===== config.mk =====
export PLATFORM = sky130hd
export DESIGN_NAME = vmp_queue
export DESIGN_NICKNAME = d
export VERILOG_FILES = /design/src/rtl/core/vmp_pkg.sv /design/src/rtl/core/vmp_queue.sv
export SDC_FILE = /design/constraint.sdc
export NUM_CORES = 1
export LEC_CHECK = 0
export BUFFER_PORTS_ARGS = -buffer_cell sky130_fd_sc_hd__buf_2
export CAP_MARGIN = 0
export CORE_ASPECT_RATIO = 0.5
export CORE_MARGIN = 3
export CORE_UTILIZATION = 51
export DETAILED_ROUTE_END_ITERATION = 10
export GPL_TIMING_DRIVEN = 0
export PLACE_DENSITY = 0.78
export SETUP_SLACK_MARGIN = 0.02
export SLEW_MARGIN = 20
export SYNTH_ARGS = -nofsm -noshare
export SYNTH_HDL_FRONTEND = slang
export SYNTH_SLANG_ARGS = --single-unit

===== constraint.sdc =====
create_clock -name clock -period 2.5 [get_ports clock]
set_input_delay 0.5 -clock clock [delete_from_list [all_inputs] [get_ports clock]]
set_output_delay 0.5 -clock clock [all_outputs]
set_load 0.01 [all_outputs]

===== src/rtl/core/vmp_pkg.sv =====
// Package for the vector-matrix product core.
// Holds field widths, codes, the queue entry type and the saturating adder.
// No dependencies.
package vmp_pkg;

   localparam int VALUE_W         = 32;
   localparam int ACC_W           = 64;
   localparam int COLUMN_W        = 8;
   localparam int POS_W           = 12;
   localparam int REQ_DATA_W      = 32;
   localparam int RSP_DATA_W      = 72;
   localparam int CSR_DATA_W      = 9;
   localparam int CSR_INDEX_W     = 1;
   localparam int CSR_RESET_COUNT = 256;
   localparam int MAX_ROWS_DEF    = 256;
   localparam int MAX_COLS_DEF    = 256;
   localparam int QUEUE_DEPTH     = 4;

   typedef enum logic [CSR_INDEX_W-1:0] {
      CSR_COLS_A = 1'b0,
      CSR_COLS_B = 1'b1
   } csr_index_type;

   typedef enum logic {
      OP_VECTOR = 1'b0,
      OP_MATRIX = 1'b1
   } op_type;

   typedef struct packed {
      op_type                     op;
      logic signed [VALUE_W-1:0] value;
      logic [POS_W-1:0]           row;
      logic [POS_W-1:0]           col;
      logic                       first;
      logic                       emit;
      logic                       last;
   } vmp_item_type;

   function automatic logic signed [ACC_W-1:0] sat_add(
      input logic signed [ACC_W-1:0] a,
      input logic signed [ACC_W-1:0] b
   );
      logic signed [ACC_W:0] sum;
      logic signed [ACC_W-1:0] res;
      sum = {a[ACC_W-1], a} + {b[ACC_W-1], b};
      if (sum[ACC_W] != sum[ACC_W-1]) begin
         res = sum[ACC_W] ? {1'b1, {(ACC_W-1){1'b0}}} : {1'b0, {(ACC_W-1){1'b1}}};
      end else begin
         res = sum[ACC_W-1:0];
      end
      return res;
   endfunction

endpackage


===== src/rtl/core/vmp_queue.sv =====
// Short register queue between the front end and the back end.
// Depends on vmp_pkg.
module vmp_queue (
   input  logic                  clock,
   input  logic                  reset,
   input  logic                  push,
   input  vmp_pkg::vmp_item_type push_item,
   output logic                  ready,
   input  logic                  pop,
   output logic                  valid,
   output vmp_pkg::vmp_item_type head_item
);
   import vmp_pkg::*;

   localparam int PTR_W = $clog2(QUEUE_DEPTH);
   localparam int CNT_W = $clog2(QUEUE_DEPTH + 1);

   vmp_item_type     slot_ff [QUEUE_DEPTH];
   logic [PTR_W-1:0] wr_ptr_ff, wr_ptr_in;
   logic [PTR_W-1:0] rd_ptr_ff, rd_ptr_in;
   logic [CNT_W-1:0] count_ff, count_in;

   assign ready     = (count_ff != CNT_W'(QUEUE_DEPTH));
   assign valid     = (count_ff != '0);
   assign head_item = slot_ff[rd_ptr_ff];

   always_comb begin
      wr_ptr_in = wr_ptr_ff;
      rd_ptr_in = rd_ptr_ff;
      count_in  = count_ff;
      if (push) begin
         wr_ptr_in = wr_ptr_ff + PTR_W'(1);
      end
      if (pop) begin
         rd_ptr_in = rd_ptr_ff + PTR_W'(1);
      end
      if (push && !pop) begin
         count_in = count_ff + CNT_W'(1);
      end else if (pop && !push) begin
         count_in = count_ff - CNT_W'(1);
      end
   end

   always_ff @(posedge clock) begin
      if (push) begin
         slot_ff[wr_ptr_ff] <= push_item;
      end
   end

   always_ff @(posedge clock) begin
      if (reset) begin
         wr_ptr_ff <= '0;
         rd_ptr_ff <= '0;
         count_ff  <= '0;
      end else begin
         wr_ptr_ff <= wr_ptr_in;
         rd_ptr_ff <= rd_ptr_in;
         count_ff  <= count_in;
      end
   end

endmodule


==> metrics.cfg <==
[outcome]
run_status = completed

[routing]
routed_wl_microns = 15810
drtPass1Iterations = 4
via_per_inst = 5.391
first_iter_violations = 271
num_vias = 4054
ant_nets = 0
drc = 0
wl_per_cell_microns = 21.02

[floorplanning]
die-area_sq_um = 19690
core_sq_um = 16970
die_height_microns = 100.7
pin_count = 126
die_w_microns = 195.5
initial_core_util_pct = 53.94
rows = 33

[synth]
ys_ff_latch = 249
seq_area_frac_synth_pct = 80.70
synth_cell_type_count = 20
ys_warn_count = 0
synthArstFlopShare_pct = 0
synthFlopType = edfxtp_1
syn_avg_cell_area_sq_um = 25.50
syn_nets = 429
netlist_instances = 359
netlist_area_sq_um = 9154
synth_edf_count = 240

[job]
maxCapViolCount = 0

[global_route]
grt_pass1_vias = 4355
grt_util_all_layers_pct = 16.11
grt_overflow = 0
grt_max_degree = 48
antenna_found_initial = 0
grt_pass1_wl_microns = 24350

[clock_tree]
cts_buffer_depth = 3
cts_setup_buffers = 0
clkSinkCount = 249
clk_pin_slew_ns = 0.06
cts_tree = yes
worstSkewPairLatency_ns = 0.49
h-tree-depth = 1
cts-root-buf = clkbuf_16
cts_buffers = 22

[sta]
worstMarginPinSlew_ns = 0.4959
hold_violations = 0
tns_ns = 0
slew_violations = 0
skew_ns = 0.01106
finalSetupViolCount = 0
holdWs_ns = 0.2232
fmax_mhz = 424.4
fin_crit_ns = 2.356
period_share_pct = 94.24
fin_ws_ns = 0.1439
maxSlewHeadroom_pct = 66.94
rsz0062_at_grt = false

[worst_setup_path]
crit_type = reg2out
rrSetupSlack_ns = 0.83
worstSetupStartpointType = flop
cp_max_fo = 10
required_ns = 2.00
critPathCaptureType = output pin
worstPathArrival_ns = 1.86

[power_and_ir_drop]
irDropWorstVdd_v = 0.0005065
switching_power_mw = 1.892
swShare_pct = 21.19
finalPower_mw = 8.925
clkPwrFrac_pct = 35.3
power_density_nw_per_um2 = 824.2
combPwrFrac_pct = 10.4
p_int_mw = 7.033
p_seq_share_pct = 54.3
leakage_nw = 3.680

[place]
gp_congestion = 0.6945
postPlaceCellArea_sq_um = 10160
pre_cts_ws_ns = 0.4839
port_buffers = 124
dp_hpwl_microns = 10100

[cells_and_area]
final_area_sq_um = 10830
antennaDiodeCount = 0
mostFrequentLayoutCells = edfxtp_1, buf_2, mux4_2
drive_gt1_share_pct = 44.00
mostFrequentLayoutCell = edfxtp_1
area_growth_pct = 18.29
nets = 580

[min_path]
holdCritPathClass = in2reg

[final cells by class]
class / count / area [sq um]
multi-input cells: 91 / 1593
well taps: 227 / 284.0
repair buffers: 128 / 708.2
inverters: 4 / 15.01
clock inverters: 9 / 68.82
plain buffers: 14 / 170.2
fillers: 1141 / 6142
flip-flops and latches: 249 / 7387
clock buffers: 30 / 601.8
[power by group through the flow]
stage / logic [mW] / registers, mW / clock network, mW
final: 0.929 / 4.84 / 3.15
after global routing: 1.01 / 4.86 / 3.42
after CTS: 0.956 / 4.84 / 3.24
after detailed placement: 0.953 / 4.93 / 0
after global placement: 0.910 / 4.94 / 0
after floorplan: 0.572 / 4.92 / 0
[path summary, 6_finish.rpt]
kind | depth (start not counted) | end | from
worst min register to register | 2 | count_ff[2]$_SDFFE_PP0P_ | count_ff[2]$_SDFFE_PP0P_
worst max-delay path | 4 | head_item[32] | flop
worst min-delay path | 1 | slot_ff[0][58]$_DFFE_PP_ | push_item[58]
worst max register to register | 4 | slot_ff[2][7]$_DFFE_PP_ | wr_ptr_ff[0]$_SDFFE_PP0P_
[routing by layer]
metal | GRT usage [%] | vias up | part of all wire (%)
met5 | 0 | - | 0
met4 | 4.105 | 0 | 2.1
met3 | 2.871 | 27 | 3.8
met2 | 27.77 | 79 | 51
met1 | 21.90 | 2120 | 43
li1 | - | 1828 | -
[cells by family (layout without fill, tap and decap cells)]
| kind of cell | after synthesis | after routing | synth area share, % |
|---|---|---|---|
| mux | 62 | 62 | 14.98 |
| fa+ha+maj | 6 | 6 | 0.9021 |
| flops | 249 | 249 | 80.70 |
| simple gates | 16 | 16 | 0.8201 |
| compound gates | 2 | 2 | 0.1092 |
| xor+xnor | 5 | 5 | 0.4785 |
| buf+inv | 19 | 185 | 2.009 |
[critical path, cell delays in order, from the launching register on]
cell     delay [ns]
dfxtp_1        0.33
buf_6          0.19
buf_12         0.17
mux4_2         0.52
buf_2          0.16
[metrics by stage]
step | std cells | utilization [%]
after CTS | 752 | 63.81
after detailed placement | 714 | 59.85
final | 752 | 63.81
after floorplan | 359 | -
after global placement | 710 | 59.27
after global routing | 752 | 63.81
[registers in the layout, indices dropped and copies added (netlist names), named ones only]
name       count
count_ff       3
rd_ptr_ff      2
slot_ff      240
wr_ptr_ff      2
[Yosys cell counts (all sizes together), types with 2 or more instances]
library cell  instances  area share (%)
and2                  4            0.27
edfxtp              240              79
mux2i                 2            0.22
xor2                  3            0.29
or3                   2            0.14
buf                  14             1.8
nand2                 2           0.082
dfxtp                 9             2.0
inv                   4            0.16
nor2                  8            0.33
xnor2                 2            0.19
mux4                 60              15
ha                    5            0.68
[what timing repair did]
| action | in CTS | in global routing |
|---|---|---|
| endpoints found under the setup margin | 54 | 0 |
| hold buffers | 0 | 0 |
| gates resized for setup | 2 | 0 |
Note: power is estimated with default switching activity, not from simulation.
