==> src/rtl/core/vmp_pkg.sv <==
// Package for the vector-matrix product core.
// Holds field widths, codes, the queue entry type and the saturating adder.
// No dependencies.
package vmp_pkg;

   localparam int VALUE_W         = 32;
   localparam int ACC_W           = 64;
   localparam int COLUMN_W        = 8;
   localparam int POS_W           = 12;
   localparam int REQ_DATA_W      = 32;
   localparam int RSP_DATA_W      = 72;
   localparam int CSR_DATA_W      = 9;
   localparam int CSR_INDEX_W     = 1;
   localparam int CSR_RESET_COUNT = 256;
   localparam int MAX_ROWS_DEF    = 256;
   localparam int MAX_COLS_DEF    = 256;
   localparam int QUEUE_DEPTH     = 4;

   typedef enum logic [CSR_INDEX_W-1:0] {
      CSR_COLS_A = 1'b0,
      CSR_COLS_B = 1'b1
   } csr_index_type;

   typedef enum logic {
      OP_VECTOR = 1'b0,
      OP_MATRIX = 1'b1
   } op_type;

   typedef struct packed {
      op_type                     op;
      logic signed [VALUE_W-1:0] value;
      logic [POS_W-1:0]           row;
      logic [POS_W-1:0]           col;
      logic                       first;
      logic                       emit;
      logic                       last;
   } vmp_item_type;

   function automatic logic signed [ACC_W-1:0] sat_add(
      input logic signed [ACC_W-1:0] a,
      input logic signed [ACC_W-1:0] b
   );
      logic signed [ACC_W:0] sum;
      logic signed [ACC_W-1:0] res;
      sum = {a[ACC_W-1], a} + {b[ACC_W-1], b};
      if (sum[ACC_W] != sum[ACC_W-1]) begin
         res = sum[ACC_W] ? {1'b1, {(ACC_W-1){1'b0}}} : {1'b0, {(ACC_W-1){1'b1}}};
      end else begin
         res = sum[ACC_W-1:0];
      end
      return res;
   endfunction

endpackage

==> src/rtl/core/vmp_front.sv <==
// Front end of the vector-matrix product core: configuration registers,
// stream positions and classification of each accepted item.
// Depends on vmp_pkg.
module vmp_front #(
   parameter int MAX_ROWS = 256,
   parameter int MAX_COLS = 256
) (
   input  logic                                 clock,
   input  logic                                 reset,
   input  logic                                 req_tvalid,
   output logic                                 req_tready,
   input  logic [vmp_pkg::REQ_DATA_W-1:0]       req_tdata,
   input  logic                                 req_tuser,
   input  logic                                 csr_wr_en,
   input  logic [vmp_pkg::CSR_INDEX_W-1:0]      csr_index,
   input  logic [vmp_pkg::CSR_DATA_W-1:0]       csr_wr_data,
   input  logic                                 q_ready,
   output logic                                 q_push,
   output vmp_pkg::vmp_item_type                q_item
);
   import vmp_pkg::*;

   localparam int RA_W = (MAX_ROWS > 1) ? $clog2(MAX_ROWS) : 1;
   localparam int CA_W = (MAX_COLS > 1) ? $clog2(MAX_COLS) : 1;
   localparam int RC_W = $clog2(MAX_ROWS + 1);
   localparam int CC_W = $clog2(MAX_COLS + 1);
   localparam int ROWS_RST = (MAX_ROWS < CSR_RESET_COUNT) ? MAX_ROWS : CSR_RESET_COUNT;
   localparam int COLS_RST = (MAX_COLS < CSR_RESET_COUNT) ? MAX_COLS : CSR_RESET_COUNT;

   logic [RC_W-1:0] cols_a_ff, cols_a_in;
   logic [CC_W-1:0] cols_b_ff, cols_b_in;
   logic [RA_W-1:0] vec_pos_ff, vec_pos_in;
   logic [RA_W-1:0] row_pos_ff, row_pos_in;
   logic [CA_W-1:0] col_pos_ff, col_pos_in;
   logic [RC_W-1:0] vec_inc;
   logic [RC_W-1:0] row_inc;
   logic [CC_W-1:0] col_inc;
   logic            vec_wrap;
   logic            row_end;
   logic            col_end;

   assign req_tready = q_ready;
   assign q_push     = req_tvalid && q_ready;

   assign vec_inc  = RC_W'(vec_pos_ff) + RC_W'(1);
   assign row_inc  = RC_W'(row_pos_ff) + RC_W'(1);
   assign col_inc  = CC_W'(col_pos_ff) + CC_W'(1);
   assign vec_wrap = (vec_inc >= cols_a_ff);
   assign row_end  = (row_inc >= cols_a_ff);
   assign col_end  = (col_inc >= cols_b_ff);

   always_comb begin
      cols_a_in  = cols_a_ff;
      cols_b_in  = cols_b_ff;
      vec_pos_in = vec_pos_ff;
      row_pos_in = row_pos_ff;
      col_pos_in = col_pos_ff;

      q_item.op    = op_type'(req_tuser);
      q_item.value = req_tdata;
      q_item.row   = POS_W'(row_pos_ff);
      q_item.col   = POS_W'(col_pos_ff);
      q_item.first = (row_pos_ff == '0);
      q_item.emit  = row_end;
      q_item.last  = col_end;

      if (op_type'(req_tuser) == OP_VECTOR) begin
         q_item.row = POS_W'(vec_pos_ff);
      end

      if (csr_wr_en) begin
         unique case (csr_index_type'(csr_index))
            CSR_COLS_A: begin
               if (csr_wr_data == '0) begin
                  cols_a_in = RC_W'(1);
               end else if (32'(csr_wr_data) > 32'(MAX_ROWS)) begin
                  cols_a_in = RC_W'(MAX_ROWS);
               end else begin
                  cols_a_in = RC_W'(csr_wr_data);
               end
            end
            CSR_COLS_B: begin
               if (csr_wr_data == '0) begin
                  cols_b_in = CC_W'(1);
               end else if (32'(csr_wr_data) > 32'(MAX_COLS)) begin
                  cols_b_in = CC_W'(MAX_COLS);
               end else begin
                  cols_b_in = CC_W'(csr_wr_data);
               end
            end
         endcase
         vec_pos_in = '0;
         row_pos_in = '0;
         col_pos_in = '0;
      end else if (q_push) begin
         if (op_type'(req_tuser) == OP_VECTOR) begin
            vec_pos_in = vec_wrap ? '0 : RA_W'(vec_inc);
            row_pos_in = '0;
            col_pos_in = '0;
         end else begin
            col_pos_in = col_end ? '0 : CA_W'(col_inc);
            if (col_end) begin
               row_pos_in = row_end ? '0 : RA_W'(row_inc);
            end
         end
      end
   end

   always_ff @(posedge clock) begin
      if (reset) begin
         cols_a_ff  <= RC_W'(ROWS_RST);
         cols_b_ff  <= CC_W'(COLS_RST);
         vec_pos_ff <= '0;
         row_pos_ff <= '0;
         col_pos_ff <= '0;
      end else begin
         cols_a_ff  <= cols_a_in;
         cols_b_ff  <= cols_b_in;
         vec_pos_ff <= vec_pos_in;
         row_pos_ff <= row_pos_in;
         col_pos_ff <= col_pos_in;
      end
   end

endmodule

==> config.mk <==
export PLATFORM = sky130hd
export DESIGN_NAME = vmp_front
export DESIGN_NICKNAME = d
export VERILOG_FILES = /design/src/rtl/core/vmp_pkg.sv /design/src/rtl/core/vmp_front.sv
export SDC_FILE = /design/constraint.sdc
export NUM_CORES = 1
export LEC_CHECK = 0
export BUFFER_PORTS_ARGS = -buffer_cell sky130_fd_sc_hd__buf_2
export CAP_MARGIN = 20
export CORE_UTILIZATION = 52
export CTS_BUF_LIST = sky130_fd_sc_hd__clkbuf_2 sky130_fd_sc_hd__clkbuf_4 sky130_fd_sc_hd__clkbuf_8
export CTS_CLUSTER_SIZE = 24
export DETAILED_ROUTE_END_ITERATION = 12
export GPL_TIMING_DRIVEN = 1
export PLACE_DENSITY = 0.83
export SYNTH_ARGS = -nofsm -noshare
export SYNTH_HDL_FRONTEND = slang
export SYNTH_SLANG_ARGS = --single-unit
==> constraint.sdc <==
create_clock -name clock -period 3.4 [get_ports clock]
set_input_delay 0 -clock clock [delete_from_list [all_inputs] [get_ports clock]]
set_output_delay 0 -clock clock [all_outputs]
set_load 0.01 [all_outputs]
==> summary.txt, run 1 <==
First-pass iteration count of the detailed router = 4
H-tree depth = 2
Switching portion of total power = 27.3%
Horizontal extent of the die = 79.3 um
Total die area = 6290 um2
Buffer count from post-CTS setup fixing = 0
Leading cell types in the layout, fill and taps excluded = 42 x sky130_fd_sc_hd__dfxtp_1, 37 x sky130_fd_sc_hd__buf_2, 32 x sky130_fd_sc_hd__nand2_1, 31 x sky130_fd_sc_hd__ha_1, 29 x sky130_fd_sc_hd__nor2_1
Clock network latency to the later pin of the worst-skew pair = 0.30 ns
Remaining global-route overflow = 0
Combinational share of power = 12.7%
Type of the worst min-delay path = in2out
DRC violations left = 0
Critical path launch point = row_pos_ff[0]$_SDFFE_PP0P_
Routed wire length = 6280 um
Minimum period implied by the final worst setup slack = 2.90 ns
Number of instances in the synthesized netlist = 369
Number of nets in the final layout = 454
Max-slew violation count = 0
Antenna cells = 0
Placed wire-length estimate = 4860 um
Total global-route track usage = 21.1%
DRC violation total after the first TritonRoute iteration = 118
Post-route clock period utilization = 85.3%
Proportion of layout cells with a drive suffix above 1 = 19.9%
Area growth syn-to-layout = 3.18%
Launch point of the worst hold path = req_tdata[27]
Last weighted congestion value of the routability-driven placer = 0.870
Routed WL per cell = 14.0 um
Vias after detailed routing = 2,483
Number of enable flip-flop cells after synthesis = 0
Data arrival, critical path = 3.14 ns
Setup repair after global routing missed its margin = no
Post-Synthesis Cell Area = 3110 um2
Int Power = 0.693 mW
Count of boundary I/O pins = 110
Via-to-Cell Ratio = 5.54
Synth cell types = 49
IO Port Bufs = 37
Clk sinks = 42
Number of stages on the worst hold path = 0
Number of cell instances on the worst register-to-register path = 12
Data required, critical path = 3.64 ns
Worst-path maximum fanout = 6
Post-detailed-route count of antenna-violating nets = 0
Proportion of power drawn by the clock network = 34.3%
Sum of negative setup slack = 0 ns
Synthesis warning total = 0
Resize count post-CTS = 0
Register area share after synthesis = 27.0%
Startpoint Class = register
Normalized max-slew margin = 60.4%
Worst-case hold slack = 0.00000282 ns
Y dimension of the die = 79.3 um
Synth Register Bits = 42
Sequential Power Share = 53.0%
Max-cap viol count = 0
Pwr dens = 297 nW/um2
Master cell of the clock root buffer = sky130_fd_sc_hd__clkbuf_8
Endpoint type of the worst setup path = register
Number of fill cells in the layout = 531
Top_reg_cell synth = sky130_fd_sc_hd__dfxtp_1
Transition time at the pin with the least slew margin = 0.593 ns
Row cnt = 27
Beginning of the worst register-to-register path = row_pos_ff[0]$_SDFFE_PP0P_
Leading cell type in the layout, fill and taps excluded = sky130_fd_sc_hd__dfxtp_1
Outcome = finished clean
Worst setup path class = reg2reg
Number of global-route vias before repair = 2,369
Mean cell area of the mapped netlist = 8.43 um2
Clock Path Buffers = 2
Initial standard-cell utilization of the core = 55.1%
Finish-stage setup viols = 0
Maximum number of pins on one net before global-route repair = 21
Clock tree from TritonCTS = built
Setup slack of the worst register-to-register path = 0.50 ns
Max Clock Skew = 0.00921 ns
CTS Buf Count = 5
Global-route wire length before repair = 10,500 um
Clk slew on worst S/H paths = 0.08 ns
Core Region = 5640 um2
Initial antenna violation count = 0
Async S/R FF share, synth = 0%
Max Fclk = 0.345 GHz
Net Sw Power = 0.260 mW
Number of hold violations in the final report = 0
Total leakage power = 1.47 nW
Worst IR Drop VDD = 0.251 mV
[metrics by stage]
step / setup WS (ns) / power (mW) / std cells / instance area, um2 / util [%]
after global placement: 0.690 / 0.626 / 432 / 3040 / 53.8
after floorplan: 0.847 / 0.645 / 376 / 3140 / -
after CTS: 0.540 / 0.959 / 448 / 3210 / 56.9
after global routing: 0.271 / 0.996 / 448 / 3210 / 56.9
after detailed placement: 0.568 / 0.630 / 432 / 3040 / 53.8
final: 0.501 / 0.953 / 448 / 3210 / 56.9
[cells by family (layout without fill, tap and decap cells)]
family | after synthesis | in the layout | synth area share (%)
muxes | 10 | 10 | 3.58
adders and majority gates | 31 | 31 | 12.5
xor gates and xnor gates | 23 | 23 | 6.48
buffers and inverters | 77 | 77 | 15.0
and+or+nand+nor | 121 | 121 | 20.3
DFF | 42 | 42 | 27.0
other | 1 | 8 | 0.121
AOI/OAI and AO/OA | 64 | 64 | 15.0
[critical path: stages (launching register included)]
cell	delay [ns]
sky130_fd_sc_hd__dfxtp_1	0.43
sky130_fd_sc_hd__ha_1	0.25
sky130_fd_sc_hd__and3_1	0.22
sky130_fd_sc_hd__nand3_1	0.13
sky130_fd_sc_hd__or2_2	0.31
sky130_fd_sc_hd__nand2_1	0.08
sky130_fd_sc_hd__ha_1	0.23
sky130_fd_sc_hd__a21oi_1	0.13
sky130_fd_sc_hd__o21ai_0	0.08
sky130_fd_sc_hd__a211oi_1	0.27
sky130_fd_sc_hd__nand4_1	0.24
sky130_fd_sc_hd__nor4b_1	0.32
sky130_fd_sc_hd__a221o_1	0.16
[power groups by stage]
stage               clock, mW  combinational, mW  sequential [mW]
detailed placement          0              0.113            0.517
CTS                     0.334              0.120            0.505
finish                  0.327              0.121            0.505
global route            0.354              0.136            0.506
floorplan                   0              0.129            0.516
global placement            0              0.110            0.516
[final timing paths]
kind	endpoint
min reg2reg	cols_a_ff[5]$_SDFFE_PP0P_
max reg2reg	row_pos_ff[2]$_SDFFE_PP0P_
max	row_pos_ff[2]$_SDFFE_PP0P_
min	q_item[54]
[what timing repair did]
item                                    in CTS  in global routing
hold buffers                                 8                  0
endpoints found under the hold margin        8                  0
endpoints found under the setup margin       0                  0
[Yosys cell counts, drive strengths merged (9+ instances only)]
cell type / instances / area share [%]
a21oi: 24 / 3.9
and3: 9 / 1.8
buf: 48 / 12
dfxtp: 42 / 27
ha: 31 / 12
inv: 22 / 2.7
mux2: 9 / 3.3
nand2: 32 / 3.9
nor2: 31 / 3.9
nor3b: 12 / 2.9
xnor2: 9 / 2.5
xor2: 14 / 3.9
[area by class of cell]
class	count	area (um2)	share of cell area (%)
timing repair buffer	46	273	8.50
multi-input combinational	257	1830	57.0
clock inverter	3	21.3	0.663
clock buffer	5	68.8	2.15
inverter	23	86.3	2.69
tap	72	90.1	2.81
sequential	42	841	26.2
[per-layer routing]
layer  part of all wire, %  wire [um]  global-route usage [%]  up-vias
met5                     0          0                       0        -
met4                   2.4        151                    9.64        0
met3                   5.2        326                    4.48       21
met2                    47       2930                    35.7       78
met1                    46       2880                    25.6     1145
li1                      -          -                       -     1239
[flip-flops by register name (all words and copies together), names as in the netlist]
register / count
cols_a_ff: 9
row_pos_ff: 8
col_pos_ff: 8
cols_b_ff: 9
vec_pos_ff: 8
(Power assumes the default switching activity.)
==> inputs of run 2 (changes only) <==
==> constraint.sdc (replaced) <==
create_clock -name clock -period 2.7 [get_ports clock]
set_input_delay 0 -clock clock [delete_from_list [all_inputs] [get_ports clock]]
set_output_delay 0 -clock clock [all_outputs]
set_load 0.01 [all_outputs]
==> run 2 against run 1 <==
Against the previous run:
- die area unchanged
- global-route usage increased by 2.6 points
- highest routed layer unchanged
- sequential cell count did not move
==> summary.txt, run 2 (same netlist as run 1, synthesis figures left out) <==
Leading cell type in the layout, fill and taps excluded = sky130_fd_sc_hd__buf_2
Launch point of the worst hold path = req_tdata[15]
Max-slew violation count = 0 (unchanged)
Sum of negative setup slack = 0 ns (unchanged)
Multi-input combinational cell area = 1920 um2 (+5.3%)
DRC violation total after the first TritonRoute iteration = 108 (-8.5%)
Cell repeated most along the worst path = sky130_fd_sc_hd__ha_1
Y dimension of the die = 79.3 um (unchanged)
Number of hold violations in the final report = 0 (unchanged)
Proportion of layout cells with a drive suffix above 1 = 29.9% (+10 points)
Number of global-route vias before repair = 2,609 (+10%)
Worst setup path class = reg2reg
Worst-case hold slack = 0.00000444 ns (+0.00000162 ns)
Max Fclk = 0.372 GHz (+7.7%)
Crit-path leading delay family = simple AND/OR/NAND/NOR gates
Master cell of the clock root buffer = sky130_fd_sc_hd__clkbuf_8
Minimum period implied by the final worst setup slack = 2.69 ns (-0.208 ns)
Int Power = 0.980 mW (+41%)
H-tree depth = 2 (unchanged)
Worst-path maximum fanout = 4 (-2)
IO Port Bufs = 37 (unchanged)
Switching portion of total power = 25.5% (-1.8 points)
Setup slack of the worst register-to-register path = 0.008 ns (-0.49 ns)
Antenna cells = 0 (unchanged)
Total die area = 6290 um2 (unchanged)
Largest registers = cols_a_ff: 9 flops, cols_b_ff: 9 flops
Area growth syn-to-layout = 10.1%
CTS Buf Count = 5 (unchanged)
Data arrival, critical path = 2.94 ns (-0.20 ns)
Clock tree from TritonCTS = built
Initial standard-cell utilization of the core = 55.1% (unchanged)
List of cells traversed by the critical path = ha_1, and3_4, nand3_1, buf_4, nor2_1, ha_1, a21oi_1, o21ai_0, a211oi_2, nand4_1, buf_6, nor4b_2, a221o_1
Total global-route track usage = 23.8% (+2.6 points)
Type of the worst min-delay path = in2out
Last weighted congestion value of the routability-driven placer = 0.898 (+3.3%)
Finish-stage setup viols = 0 (unchanged)
Worst IR Drop VDD = 0.283 mV (+13%)
Count of boundary I/O pins = 110 (unchanged)
Sequential Power Share = 48.3% (-4.7 points)
Minimum setup slack after placement = -0.116 ns (-0.684 ns)
Max Clock Skew = 0.00550 ns (-0.00371 ns)
Area of all sequential standard cells = 852 um2 (+1.3%)
First-pass iteration count of the detailed router = 4 (unchanged)
Max-cap viol count = 0 (unchanged)
Combinational share of power = 12.5% (-0.2 points)
Clk sinks = 42 (unchanged)
Placed cells = 447 (+3.5%)
Initial antenna violation count = 0 (unchanged)
Endpoint type of the worst setup path = register
Pwr dens = 384 nW/um2 (+29%)
Clock network latency to the later pin of the worst-skew pair = 0.30 ns (about the same)
Clk slew on worst S/H paths = 0.08 ns (about the same)
Proportion of power drawn by the clock network = 39.2% (+4.9 points)
Core Region = 5640 um2 (unchanged)
Number of fill cells in the layout = 482 (-9.2%)
Beginning of the worst register-to-register path = row_pos_ff[0]$_SDFFE_PP0P_
Horizontal extent of the die = 79.3 um (unchanged)
Vias after detailed routing = 2,626 (+5.8%)
Combined buffer and inverter count along the critical path = 2 (+2)
Post-detailed-route count of antenna-violating nets = 0 (unchanged)
Final non-filler cell total = 460 (+2.7%)
Placed wire-length estimate = 5340 um (+10%)
Normalized max-slew margin = 58.4% (-2.0 points)
Total leakage power = 1.55 nW (+5.4%)
Remaining global-route overflow = 0 (unchanged)
Transition time at the pin with the least slew margin = 0.623 ns (+0.0296 ns)
Max stage delay cell, worst path = sky130_fd_sc_hd__dfxtp_2
Routed wire length = 7290 um (+16%)
Critical path launch point = row_pos_ff[0]$_SDFFE_PP0P_
Maximum number of pins on one net before global-route repair = 21 (unchanged)
Startpoint Class = register
Post-route clock period utilization = 99.7% (+14 points)
Routed WL per cell = 15.8 um (+13%)
Row cnt = 27 (unchanged)
Overall power consumption = 1.31 mW (+38%)
Number of nets in the final layout = 466 (+2.6%)
Data required, critical path = 2.95 ns (-0.69 ns)
Outcome = finished clean
DRC violations left = 0 (unchanged)
Critical Path Max Stage Delay = 0.35 ns (-0.08 ns)
Clock Path Buffers = 2 (unchanged)
Via-to-Cell Ratio = 5.71 (+3.0%)
Global-route wire length before repair = 11,700 um (+12%)
Leading cell types in the layout, fill and taps excluded = 37 x sky130_fd_sc_hd__buf_2, 35 x sky130_fd_sc_hd__dfxtp_1, 30 x sky130_fd_sc_hd__nand2_1, 28 x sky130_fd_sc_hd__ha_1, 27 x sky130_fd_sc_hd__nor2_1
Setup WS post-layout = 0.00831 ns (-0.492 ns)
Net Sw Power = 0.335 mW (+29%)
## run 2: final timing paths
check | cells after the start | end
hold reg to reg | 2 | cols_a_ff[6]$_SDFFE_PP0P_
hold / removal | 0 | q_item[42]
setup / recovery | 13 | row_pos_ff[2]$_SDFFE_PP0P_
setup reg to reg | 13 | row_pos_ff[2]$_SDFFE_PP0P_
## run 2: metal layers
layer / wire length (um) / track usage, % / up-vias
li1: - / - / 1264
met3: 452 / 5.06 / 29
met4: 181 / 8.36 / 0
met5: 0 / 0 / -
met2: 3650 / 42.9 / 99
met1: 3000 / 27.4 / 1234
## run 2: cell type report
type / count / share of cell area, %
Clock buffer: 6 / 2.23
Sequential cell: 42 / 24.9
Inverter: 23 / 2.52
Clock inverter: 2 / 1.10
Multi-Input combinational cell: 257 / 56.2
Timing Repair Buffer: 58 / 10.4
Tap cell: 72 / 2.63
## run 2: metrics by stage
| stage | instance area (um2) | utilization (%) |
|---|---|---|
| final | 3420 | 60.7 |
| after floorplan | 3140 | - |
| after CTS | 3330 | 59.0 |
| after global placement | 3150 | 55.8 |
| after detailed placement | 3150 | 55.8 |
| after global routing | 3420 | 60.7 |
## run 2: repair_timing
action | CTS | global route
hold endpoints to repair | 4 | 0
setup buffers | 0 | 1
pin swaps | 2 | 13
gates resized for setup | 4 | 26
hold buffers | 4 | 0
setup endpoints to repair | 15 | 25
## run 2: power groups by stage
| stage | registers, mW | logic, mW | clock network [mW] |
|---|---|---|---|
| floorplan | 0.649 | 0.163 | 0 |
| global placement | 0.650 | 0.144 | 0 |
| detailed placement | 0.651 | 0.149 | 0 |
| CTS | 0.636 | 0.158 | 0.517 |
| global route | 0.637 | 0.182 | 0.543 |
| finish | 0.635 | 0.165 | 0.515 |
